--- src/hw/rtl/cpf_pkg.sv ---
// shared types, codes and constants for the command packet framer
package cpf_pkg;

  localparam int MAX_FRAME_DEF = 20;
  localparam int LEN_W         = 5;
  localparam int TICK_W        = 16;
  localparam int CFG_IDX_W     = 3;
  localparam int CFG_DATA_W    = 16;

  localparam logic CMD_BYTE = 1'b0;
  localparam logic CMD_TICK = 1'b1;

  localparam logic [1:0] ST_GOOD      = 2'd0;
  localparam logic [1:0] ST_EMPTY     = 2'd1;
  localparam logic [1:0] ST_BAD_START = 2'd2;
  localparam logic [1:0] ST_MISMATCH  = 2'd3;

  localparam logic [7:0] CHR_START = 8'h21;
  localparam logic [7:0] CHR_ACCEL = 8'h41;
  localparam logic [7:0] CHR_GYRO  = 8'h47;
  localparam logic [7:0] CHR_MAG   = 8'h4D;
  localparam logic [7:0] CHR_QUAT  = 8'h51;
  localparam logic [7:0] CHR_BTN   = 8'h42;
  localparam logic [7:0] CHR_COLOR = 8'h43;
  localparam logic [7:0] CHR_LOC   = 8'h4C;

  localparam logic [CFG_IDX_W-1:0] REG_TIMEOUT = 3'd0;
  localparam logic [CFG_IDX_W-1:0] REG_ACCEL   = 3'd1;
  localparam logic [CFG_IDX_W-1:0] REG_GYRO    = 3'd2;
  localparam logic [CFG_IDX_W-1:0] REG_MAG     = 3'd3;
  localparam logic [CFG_IDX_W-1:0] REG_QUAT    = 3'd4;
  localparam logic [CFG_IDX_W-1:0] REG_BTN     = 3'd5;
  localparam logic [CFG_IDX_W-1:0] REG_COLOR   = 3'd6;
  localparam logic [CFG_IDX_W-1:0] REG_LOC     = 3'd7;

  localparam logic [TICK_W-1:0] TIMEOUT_RST = 16'd500;
  localparam logic [LEN_W-1:0]  LEN_ACCEL_RST = 5'd15;
  localparam logic [LEN_W-1:0]  LEN_GYRO_RST  = 5'd15;
  localparam logic [LEN_W-1:0]  LEN_MAG_RST   = 5'd15;
  localparam logic [LEN_W-1:0]  LEN_QUAT_RST  = 5'd19;
  localparam logic [LEN_W-1:0]  LEN_BTN_RST   = 5'd5;
  localparam logic [LEN_W-1:0]  LEN_COLOR_RST = 5'd6;
  localparam logic [LEN_W-1:0]  LEN_LOC_RST   = 5'd15;

  typedef struct packed {
    logic       cmd;
    logic [7:0] rx_byte;
  } in_item_t;

  typedef struct packed {
    logic [1:0]       status;
    logic [7:0]       frame_byte;
    logic [LEN_W-1:0] byte_index;
    logic [LEN_W-1:0] frame_length;
    logic             last;
  } out_item_t;

  typedef struct packed {
    logic take;
    logic clear;
    logic emit_start;
    logic load_status;
    logic load_byte;
  } ctrl_cmd_t;

  typedef struct packed {
    logic close_req;
    logic good;
    logic out_free;
    logic last_idx;
  } dp_status_t;

endpackage

--- src/hw/rtl/command_packet_framer.sv ---
// top level of the command packet framer: checksummed frame assembly and emission
// sequence: a word is taken, judged the next cycle; a closing word has its status
//   item loaded in S_EVAL, or its first byte in S_LOAD after S_READ, each once the
//   result register is free; one word is taken at a time, in S_IDLE only; a good
//   frame streams its bytes through S_READ and S_LOAD in turn (registered read)
// reset: synchronous active-low rst_n restores settings and empties the frame
module command_packet_framer
  import cpf_pkg::*;
#(
  parameter int MAX_FRAME = MAX_FRAME_DEF
) (
  input  logic                  clk,
  input  logic                  rst_n,
  input  logic                  in_valid,
  output logic                  in_ready,
  input  in_item_t              in_data,
  output logic                  out_valid,
  input  logic                  out_ready,
  output out_item_t             out_data,
  input  logic                  cfg_wr_en,
  input  logic [CFG_IDX_W-1:0]  cfg_index,
  input  logic [CFG_DATA_W-1:0] cfg_wdata
);

  ctrl_cmd_t  dp_cmd;
  dp_status_t dp_stat;

  cpf_ctrl u_ctrl (
    .clk      (clk),
    .rst_n    (rst_n),
    .in_valid (in_valid),
    .in_ready (in_ready),
    .dp_stat  (dp_stat),
    .dp_cmd   (dp_cmd)
  );

  cpf_dpath #(
    .MAX_FRAME (MAX_FRAME)
  ) u_dpath (
    .clk       (clk),
    .rst_n     (rst_n),
    .in_data   (in_data),
    .cfg_wr_en (cfg_wr_en),
    .cfg_index (cfg_index),
    .cfg_wdata (cfg_wdata),
    .dp_cmd    (dp_cmd),
    .dp_stat   (dp_stat),
    .out_valid (out_valid),
    .out_ready (out_ready),
    .out_data  (out_data)
  );

endmodule

--- src/hw/rtl/cpf_ctrl.sv ---
// controller state machine of the command packet framer
module cpf_ctrl
  import cpf_pkg::*;
(
  input  logic       clk,
  input  logic       rst_n,
  input  logic       in_valid,
  output logic       in_ready,
  input  dp_status_t dp_stat,
  output ctrl_cmd_t  dp_cmd
);

  localparam logic [1:0] S_IDLE = 2'd0;
  localparam logic [1:0] S_EVAL = 2'd1;
  localparam logic [1:0] S_READ = 2'd2;
  localparam logic [1:0] S_LOAD = 2'd3;

  logic [1:0] state_r;
  logic [1:0] state_nxt;

  assign in_ready = (state_r == S_IDLE);

  always_comb begin
    state_nxt = state_r;
    dp_cmd    = '0;
    unique case (state_r)
      S_IDLE: begin
        if (in_valid) begin
          dp_cmd.take = 1'b1;
          state_nxt   = S_EVAL;
        end
      end
      S_EVAL: begin
        priority if (!dp_stat.close_req) begin
          state_nxt = S_IDLE;
        end else if (dp_stat.good) begin
          dp_cmd.emit_start = 1'b1;
          state_nxt         = S_READ;
        end else if (dp_stat.out_free) begin
          dp_cmd.load_status = 1'b1;
          dp_cmd.clear       = 1'b1;
          state_nxt          = S_IDLE;
        end else begin
          state_nxt = S_EVAL;
        end
      end
      S_READ: begin
        state_nxt = S_LOAD;
      end
      S_LOAD: begin
        if (dp_stat.out_free) begin
          dp_cmd.load_byte = 1'b1;
          if (dp_stat.last_idx) begin
            dp_cmd.clear = 1'b1;
            state_nxt    = S_IDLE;
          end else begin
            state_nxt = S_READ;
          end
        end
      end
      default: state_nxt = S_IDLE;
    endcase
  end

  always_ff @(posedge clk) begin
    if (!rst_n) begin
      state_r <= S_IDLE;
    end else begin
      state_r <= state_nxt;
    end
  end

endmodule

--- src/hw/rtl/cpf_dpath.sv ---
// frame store, counters, checksum, settings and result register of the framer
module cpf_dpath
  import cpf_pkg::*;
#(
  parameter int MAX_FRAME = MAX_FRAME_DEF
) (
  input  logic                  clk,
  input  logic                  rst_n,
  input  in_item_t              in_data,
  input  logic                  cfg_wr_en,
  input  logic [CFG_IDX_W-1:0]  cfg_index,
  input  logic [CFG_DATA_W-1:0] cfg_wdata,
  input  ctrl_cmd_t             dp_cmd,
  output dp_status_t            dp_stat,
  output logic                  out_valid,
  input  logic                  out_ready,
  output out_item_t             out_data
);

  localparam int CNT_W  = $clog2(MAX_FRAME + 1);
  localparam int ADDR_W = $clog2(MAX_FRAME);
  localparam int CMP_W  = (CNT_W > LEN_W) ? CNT_W : LEN_W;
  localparam logic [CNT_W-1:0] CNT_MAX = CNT_W'(MAX_FRAME);

  // settings
  logic [TICK_W-1:0] timeout_r;
  logic [LEN_W-1:0]  len_accel_r, len_gyro_r, len_mag_r, len_quat_r;
  logic [LEN_W-1:0]  len_btn_r, len_color_r, len_loc_r;

  always_ff @(posedge clk) begin
    if (!rst_n) begin
      timeout_r   <= TIMEOUT_RST;
      len_accel_r <= LEN_ACCEL_RST;
      len_gyro_r  <= LEN_GYRO_RST;
      len_mag_r   <= LEN_MAG_RST;
      len_quat_r  <= LEN_QUAT_RST;
      len_btn_r   <= LEN_BTN_RST;
      len_color_r <= LEN_COLOR_RST;
      len_loc_r   <= LEN_LOC_RST;
    end else if (cfg_wr_en) begin
      unique case (cfg_index)
        REG_TIMEOUT: timeout_r   <= cfg_wdata[TICK_W-1:0];
        REG_ACCEL:   len_accel_r <= cfg_wdata[LEN_W-1:0];
        REG_GYRO:    len_gyro_r  <= cfg_wdata[LEN_W-1:0];
        REG_MAG:     len_mag_r   <= cfg_wdata[LEN_W-1:0];
        REG_QUAT:    len_quat_r  <= cfg_wdata[LEN_W-1:0];
        REG_BTN:     len_btn_r   <= cfg_wdata[LEN_W-1:0];
        REG_COLOR:   len_color_r <= cfg_wdata[LEN_W-1:0];
        REG_LOC:     len_loc_r   <= cfg_wdata[LEN_W-1:0];
        default: ;
      endcase
    end
  end

  // frame state
  logic [CNT_W-1:0]  count_r, count_nxt;
  logic [7:0]        sum_r, sum_nxt;
  logic [TICK_W-1:0] idle_r, idle_nxt;
  logic              tmo_r, tmo_nxt;
  logic              was_byte_r, was_byte_nxt;
  logic [7:0]        byte0_r, byte1_r, lastb_r;
  logic [ADDR_W-1:0] idx_r;
  logic [7:0]        rdata_r;
  logic [7:0]        mem [MAX_FRAME];

  logic              is_start;
  logic [CNT_W-1:0]  wr_base;
  logic [7:0]        sum_base;
  logic              mem_we;

  assign is_start = (in_data.rx_byte == CHR_START);
  assign wr_base  = is_start ? '0 : count_r;
  assign sum_base = is_start ? 8'd0 : sum_r;
  assign mem_we   = dp_cmd.take && (in_data.cmd == CMD_BYTE) && (wr_base < CNT_MAX);

  always_comb begin
    count_nxt    = count_r;
    sum_nxt      = sum_r;
    idle_nxt     = idle_r;
    tmo_nxt      = tmo_r;
    was_byte_nxt = was_byte_r;
    if (dp_cmd.clear) begin
      count_nxt    = '0;
      sum_nxt      = 8'd0;
      idle_nxt     = timeout_r;
      tmo_nxt      = 1'b0;
      was_byte_nxt = 1'b0;
    end else if (dp_cmd.take) begin
      was_byte_nxt = (in_data.cmd == CMD_BYTE);
      if (in_data.cmd == CMD_TICK) begin
        if (idle_r <= TICK_W'(1)) begin
          tmo_nxt = 1'b1;
        end else begin
          idle_nxt = idle_r - TICK_W'(1);
        end
      end else begin
        count_nxt = wr_base;
        sum_nxt   = sum_base;
        if (wr_base < CNT_MAX) begin
          count_nxt = wr_base + CNT_W'(1);
          sum_nxt   = sum_base + in_data.rx_byte;
        end
        idle_nxt = timeout_r;
      end
    end
  end

  always_ff @(posedge clk) begin
    if (!rst_n) begin
      count_r    <= '0;
      sum_r      <= 8'd0;
      idle_r     <= TIMEOUT_RST;
      tmo_r      <= 1'b0;
      was_byte_r <= 1'b0;
    end else begin
      count_r    <= count_nxt;
      sum_r      <= sum_nxt;
      idle_r     <= idle_nxt;
      tmo_r      <= tmo_nxt;
      was_byte_r <= was_byte_nxt;
    end
  end

  always_ff @(posedge clk) begin
    if (mem_we) begin
      lastb_r <= in_data.rx_byte;
      if (wr_base == CNT_W'(0)) begin
        byte0_r <= in_data.rx_byte;
      end
      if (wr_base == CNT_W'(1)) begin
        byte1_r <= in_data.rx_byte;
      end
    end
  end

  // frame store
  always_ff @(posedge clk) begin
    if (mem_we) begin
      mem[wr_base[ADDR_W-1:0]] <= in_data.rx_byte;
    end
    rdata_r <= mem[idx_r];
  end

  always_ff @(posedge clk) begin
    if (dp_cmd.emit_start) begin
      idx_r <= '0;
    end else if (dp_cmd.load_byte) begin
      idx_r <= idx_r + ADDR_W'(1);
    end
  end

  // close decision and verdict
  logic [LEN_W-1:0] want;
  logic             len_hit;
  logic [7:0]       pre_sum;
  logic             sum_ok;
  logic [1:0]       verdict;

  always_comb begin
    unique case (byte1_r)
      CHR_ACCEL: want = len_accel_r;
      CHR_GYRO:  want = len_gyro_r;
      CHR_MAG:   want = len_mag_r;
      CHR_QUAT:  want = len_quat_r;
      CHR_BTN:   want = len_btn_r;
      CHR_COLOR: want = len_color_r;
      CHR_LOC:   want = len_loc_r;
      default:   want = '0;
    endcase
  end

  assign len_hit = (count_r >= CNT_W'(2)) && (want >= LEN_W'(2))
                   && (CMP_W'(count_r) == CMP_W'(want));
  assign pre_sum = sum_r - lastb_r;
  assign sum_ok  = (~pre_sum == lastb_r);

  always_comb begin
    priority if (count_r == '0) begin
      verdict = ST_EMPTY;
    end else if (byte0_r != CHR_START) begin
      verdict = ST_BAD_START;
    end else if (!sum_ok) begin
      verdict = ST_MISMATCH;
    end else begin
      verdict = ST_GOOD;
    end
  end

  // result register
  logic      out_valid_r;
  out_item_t out_item_r;

  always_ff @(posedge clk) begin
    if (!rst_n) begin
      out_valid_r <= 1'b0;
    end else if (dp_cmd.load_status || dp_cmd.load_byte) begin
      out_valid_r <= 1'b1;
    end else if (out_ready) begin
      out_valid_r <= 1'b0;
    end
  end

  always_ff @(posedge clk) begin
    if (dp_cmd.load_status) begin
      out_item_r.status       <= verdict;
      out_item_r.frame_byte   <= 8'd0;
      out_item_r.byte_index   <= '0;
      out_item_r.frame_length <= LEN_W'(count_r);
      out_item_r.last         <= 1'b1;
    end else if (dp_cmd.load_byte) begin
      out_item_r.status       <= ST_GOOD;
      out_item_r.frame_byte   <= rdata_r;
      out_item_r.byte_index   <= LEN_W'(idx_r);
      out_item_r.frame_length <= LEN_W'(count_r);
      out_item_r.last         <= dp_stat.last_idx;
    end
  end

  assign out_valid = out_valid_r;
  assign out_data  = out_item_r;

  // length checks only follow a byte, ticks close on the idle count alone
  assign dp_stat.close_req = tmo_r || (was_byte_r && ((count_r >= CNT_MAX) || len_hit));
  assign dp_stat.good      = (verdict == ST_GOOD);
  assign dp_stat.out_free  = !out_valid_r || out_ready;
  assign dp_stat.last_idx  = ((CNT_W'(idx_r) + CNT_W'(1)) == count_r);

endmodule

--- config.mk ---
export PLATFORM = sky130hd
export DESIGN_NAME = command_packet_framer
export DESIGN_NICKNAME = d
export VERILOG_FILES = /design/src/hw/rtl/cpf_pkg.sv /design/src/hw/rtl/command_packet_framer.sv /design/src/hw/rtl/cpf_ctrl.sv /design/src/hw/rtl/cpf_dpath.sv
export SDC_FILE = /design/constraint.sdc
export NUM_CORES = 1
export LEC_CHECK = 0
export BUFFER_PORTS_ARGS = -buffer_cell sky130_fd_sc_hd__buf_2
export CAP_MARGIN = 10
export CORE_MARGIN = 2
export CORE_UTILIZATION = 35
export CTS_CLUSTER_SIZE = 16
export DETAILED_ROUTE_END_ITERATION = 8
export GPL_TIMING_DRIVEN = 0
export PLACE_DENSITY_LB_ADDON = 0.1
export SLEW_MARGIN = 25
export SYNTH_ARGS = -nofsm -noshare
export SYNTH_HDL_FRONTEND = slang
export SYNTH_SLANG_ARGS = --single-unit
--- constraint.sdc ---
create_clock -name clk -period 4.3 [get_ports clk]
set_input_delay 1.075 -clock clk [delete_from_list [all_inputs] [get_ports clk]]
set_output_delay 1.075 -clock clk [all_outputs]
set_load 0.005 [all_outputs]
==> summary.md <==
| Metric | Value |
|---|---|
| Slowest-stage cell, CP | buf_2 |
| Root Driver | clkbuf_16 |
| Placed cells | 1584 |
| FF-to-FF path depth | 10 |
| Antenna-violating nets left | 0 |
| Register-to-register setup slack | 0.48 ns |
| First-pass GRT wire length | 50400 um |
| Post-synthesis async set-or-reset flop share | 0% |
| Flops & latches, synth | 302 |
| Die Wd | 198 um |
| Tot Pwr | 6.66 mW |
| DP Worst Slack | -0.265 ns |
| Leakage power | 5.54 nW |
| Cell Count, Final, Fillers Out | 1652 |
| Die footprint | 0.0392 mm2 |
| Maximum capacitance violations | 0 |
| Hold slack final | 0.436 ns |
| Starting Density | 35.3% |
| Slew headroom | 35.8% |
| Data arrival at the endpoint of the critical path | 4.28 ns |
| Worst skew pair latency | 0.54 ns |
| Worst path bufs/invs | 3 |
| Max-slew violation count | 0 |
| Register area | 0.00795 mm2 |
| CP most frequent cell | a21oi_1 |
| Largest stage delay on the critical path | 0.44 ns |
| Largest net degree at the start of global routing | 27 |
| CP endpoint kind | flop |
| Hold path start | u_dpath.rdata_r[5] |
| Slew @ Worst Pin | 0.950 ns |
| DR WL/cell | 19.7 um |
| Vias/cell | 5.02 |
| Setup CP Type | primary input to flop |
| Fin crit period | 3.82 ns |
| Clk slew on worst S/H paths | 0.06 ns |
| Row count | 71 |
| Critical path peak fanout | 26 |
| Outcome | complete, no violations |
| CP cell instances | buf_2, nor4b_2, nand2_1, clkbuf_1, nand2_1, inv_1, ha_1, a21o_1, a21oi_1, o21bai_1, a21oi_1, o21ai_0, xor2_1, a21boi_0, o21ai_0, a21oi_1 |
| Setup bufs post-CTS | 0 |
| Main flop type after synthesis | edfxtp_1 |
| Share of the synthesized area in the top cell type | 43.3% |
| R2r startpoint | u_dpath.byte1_r[2] |
| Worst Setup Start Kind | primary input |
| Total number of vias | 8292 |
| TritonCTS Sinks | 302 |
| Cell type with the largest total area after synthesis | edfxtp_1 |
| Initial antenna violation count | 1 |
| Dpl hpwl | 22200 um |
| Core area | 0.0374 mm2 |
| Vias in the first global route | 8272 |
| Synth Cell Area | 0.0132 mm2 |
| Netlist cell types | 65 |
| # DRC | 0 |
| Power density over cell area | 433 mW/mm2 |
| Boundary pin count | 56 |
| Syn_area_per_cell | 12.9 um2 |
| Area of the multi-input gates | 0.00491 mm2 |
| RSZ-0062 raised after global routing | no |
| Fin worst setup slack | 0.477 ns |
| CTS tree | yes |
| Drt pass-1 iters | 7 |
| Final setup fails | 0 |
| Cell count after synthesis | 1024 |
| Crit-path leading delay family | compound AO/OA/AOI/OAI gates |
| Port Buffers | 49 |
| FILL cells | 3513 |
| GRT Overall Usage | 17.1% |
| WL final | 32600 um |
| Crit path required time | 4.76 ns |
| Peak VDD IR | 0.000209 V |
| Synth warn | 0 |
| Crit path to | u_dpath.sum_r[7] |
| Worst setup skew after layout | 0.0145 ns |
| Synth area leaders | edfxtp_1, dfxtp_1, mux4_2, mux2i_1, nand2_1 |
| Hold bufs inserted after CTS | 0 |
| Number of cells on the critical path | 16 |
| Layout cells sized above 1 | 16.9% |
| Fin crit share | 88.9% |
| Diode count | 0 |
| Clock Tree Buf Depth | 3 |
| Hold Path Class | flop to flop |
| Drt first-iter violations | 463 |
| Global route overflow | 0 |
| Sequential area share after synthesis | 60.3% |
| CTS buffer count | 37 |
| Crit Reg-Reg Endpoint | u_dpath.out_data[1] |
| Peak Freq | 0.262 GHz |
| Routability cong. | 0.796 |
| CTS H-Tree Depth | 2 |
| Area Growth Syn to Fin | 16.5% |
| TNS Setup | 0 ns |
| Syn Nets | 1078 |
| Height of the die | 198 um |
| Number of flops mapped to enable cells by yosys | 190 |
| Post-cts sizing count | 0 |
| Nets | 1166 |
| CP startpoint | in_data[1] |
| Hold Vio Cnt, Final | 0 |
-- cells in the final DEF (no fill, tap or decap), types with 12 or more instances in the layout --
| master | synthesis | layout |
|---|---|---|
| edfxtp_1 | 190 | 190 |
| nand2_1 | 118 | 118 |
| dfxtp_1 | 112 | 112 |
| nor2_1 | 61 | 61 |
| mux2i_1 | 60 | 60 |
| a21oi_1 | 54 | 54 |
| clkbuf_1 | 45 | 51 |
| buf_2 | 5 | 50 |
| mux4_2 | 48 | 48 |
| clkbuf_16 | 0 | 39 |
| and2_1 | 36 | 36 |
| nand3_1 | 26 | 26 |
| o21ai_0 | 22 | 22 |
| inv_1 | 22 | 22 |
| ha_1 | 20 | 20 |
| nor2b_1 | 14 | 14 |
| xor2_1 | 14 | 14 |
| mux2_2 | 12 | 12 |
-- how the worst min path moves through the flow --
stage / slack (ns) / depth (start not counted) / endpoint
CTS: 0.44 / 2 / u_dpath.out_data[16]
finish: 0.44 / 2 / u_dpath.out_data[16]
global placement: 0.42 / 2 / u_dpath.out_data[12]
floorplan: 0.42 / 2 / u_dpath.out_data[11]
global route: 0.45 / 2 / u_dpath.out_data[15]
detailed placement: 0.43 / 2 / u_dpath.out_data[16]
-- power by group --
part,total [mW],leakage (nW),switching [mW],internal [mW]
logic,0.323,2.28,0.203,0.120
clock network,3.19,0.614,1.20,1.98
registers,3.15,2.64,0.0276,3.12
-- layer usage --
metal / track usage, % / share of wire (%) / routed length (um)
met3: 3.20 / 3.8 / 1230
met4: 4.68 / 1.8 / 573
met2: 25.4 / 43 / 14200
met5: 0 / 0 / 0
met1: 25.6 / 51 / 16600
-- flip-flops by register name, indices dropped and copies added (netlist names), 7 cells and up --
signal / cells
u_dpath.byte1_r: 8
u_dpath.idle_r: 16
u_dpath.mem: 160
u_dpath.out_data: 21
u_dpath.rdata_r: 8
u_dpath.lastb_r: 7
u_dpath.byte0_r: 8
u_dpath.sum_r: 8
u_dpath.timeout_r: 16
-- through the flow --
step	instance area (um2)	utilization, %
3_5_place_dp	14100	37.6
6_report	15400	41.1
2_1_floorplan	13200	-
3_3_place_gp	14100	37.6
5_1_grt	15400	41.1
4_1_cts	15300	41.0
-- layout make-up --
cell class | count | share of cell area, %
Sequential cell | 302 | 51.7
Buffer | 60 | 1.77
Timing Repair Buffer | 49 | 1.66
Inverter | 22 | 0.537
Clock inverter | 17 | 1.22
Multi-Input combinational cell | 640 | 32.0
Tap cell | 511 | 4.16
Clock buffer | 51 | 6.97
-- cells in the mapped netlist, types with 4 or more instances --
cell / count
edfxtp_1: 190
nand2_1: 118
dfxtp_1: 112
nor2_1: 61
mux2i_1: 60
a21oi_1: 54
mux4_2: 48
clkbuf_1: 45
and2_1: 36
nand3_1: 26
inv_1: 22
o21ai_0: 22
ha_1: 20
nor2b_1: 14
xor2_1: 14
mux2_2: 12
nor3_1: 11
xnor2_1: 11
a31oi_1: 9
and3_1: 9
nand4_1: 9
nor4b_1: 7
a211o_1: 6
a211oi_1: 6
or2_2: 6
buf_1: 5
buf_2: 5
nor3b_1: 5
a21o_1: 4
nor4_1: 4
o211ai_1: 4
o21a_1: 4
o21bai_1: 4
or3_1: 4
-- worst reg2reg max path, cell delays in order (launching register included) --
cell	delay (ns)
edfxtp_1	0.40
buf_2	0.28
mux2_2	0.42
a211oi_1	0.23
a211oi_1	0.08
or4_1	0.53
nor4_1	0.28
a31oi_1	0.23
nor3_2	0.53
nor2_1	0.16
inv_1	0.33
-- cells by family (layout without fill, tap and decap cells) --
family / after synthesis / after routing / synth area share (%)
xor+xnor: 25 / 25 / 1.66
fa+ha+maj: 21 / 21 / 2.05
flops: 302 / 302 / 60.3
buf+inv: 82 / 199 / 2.68
compound gates: 141 / 141 / 6.80
mux: 120 / 120 / 13.8
simple gates: 333 / 333 / 12.8
Note: power is estimated with default switching activity, not from simulation.
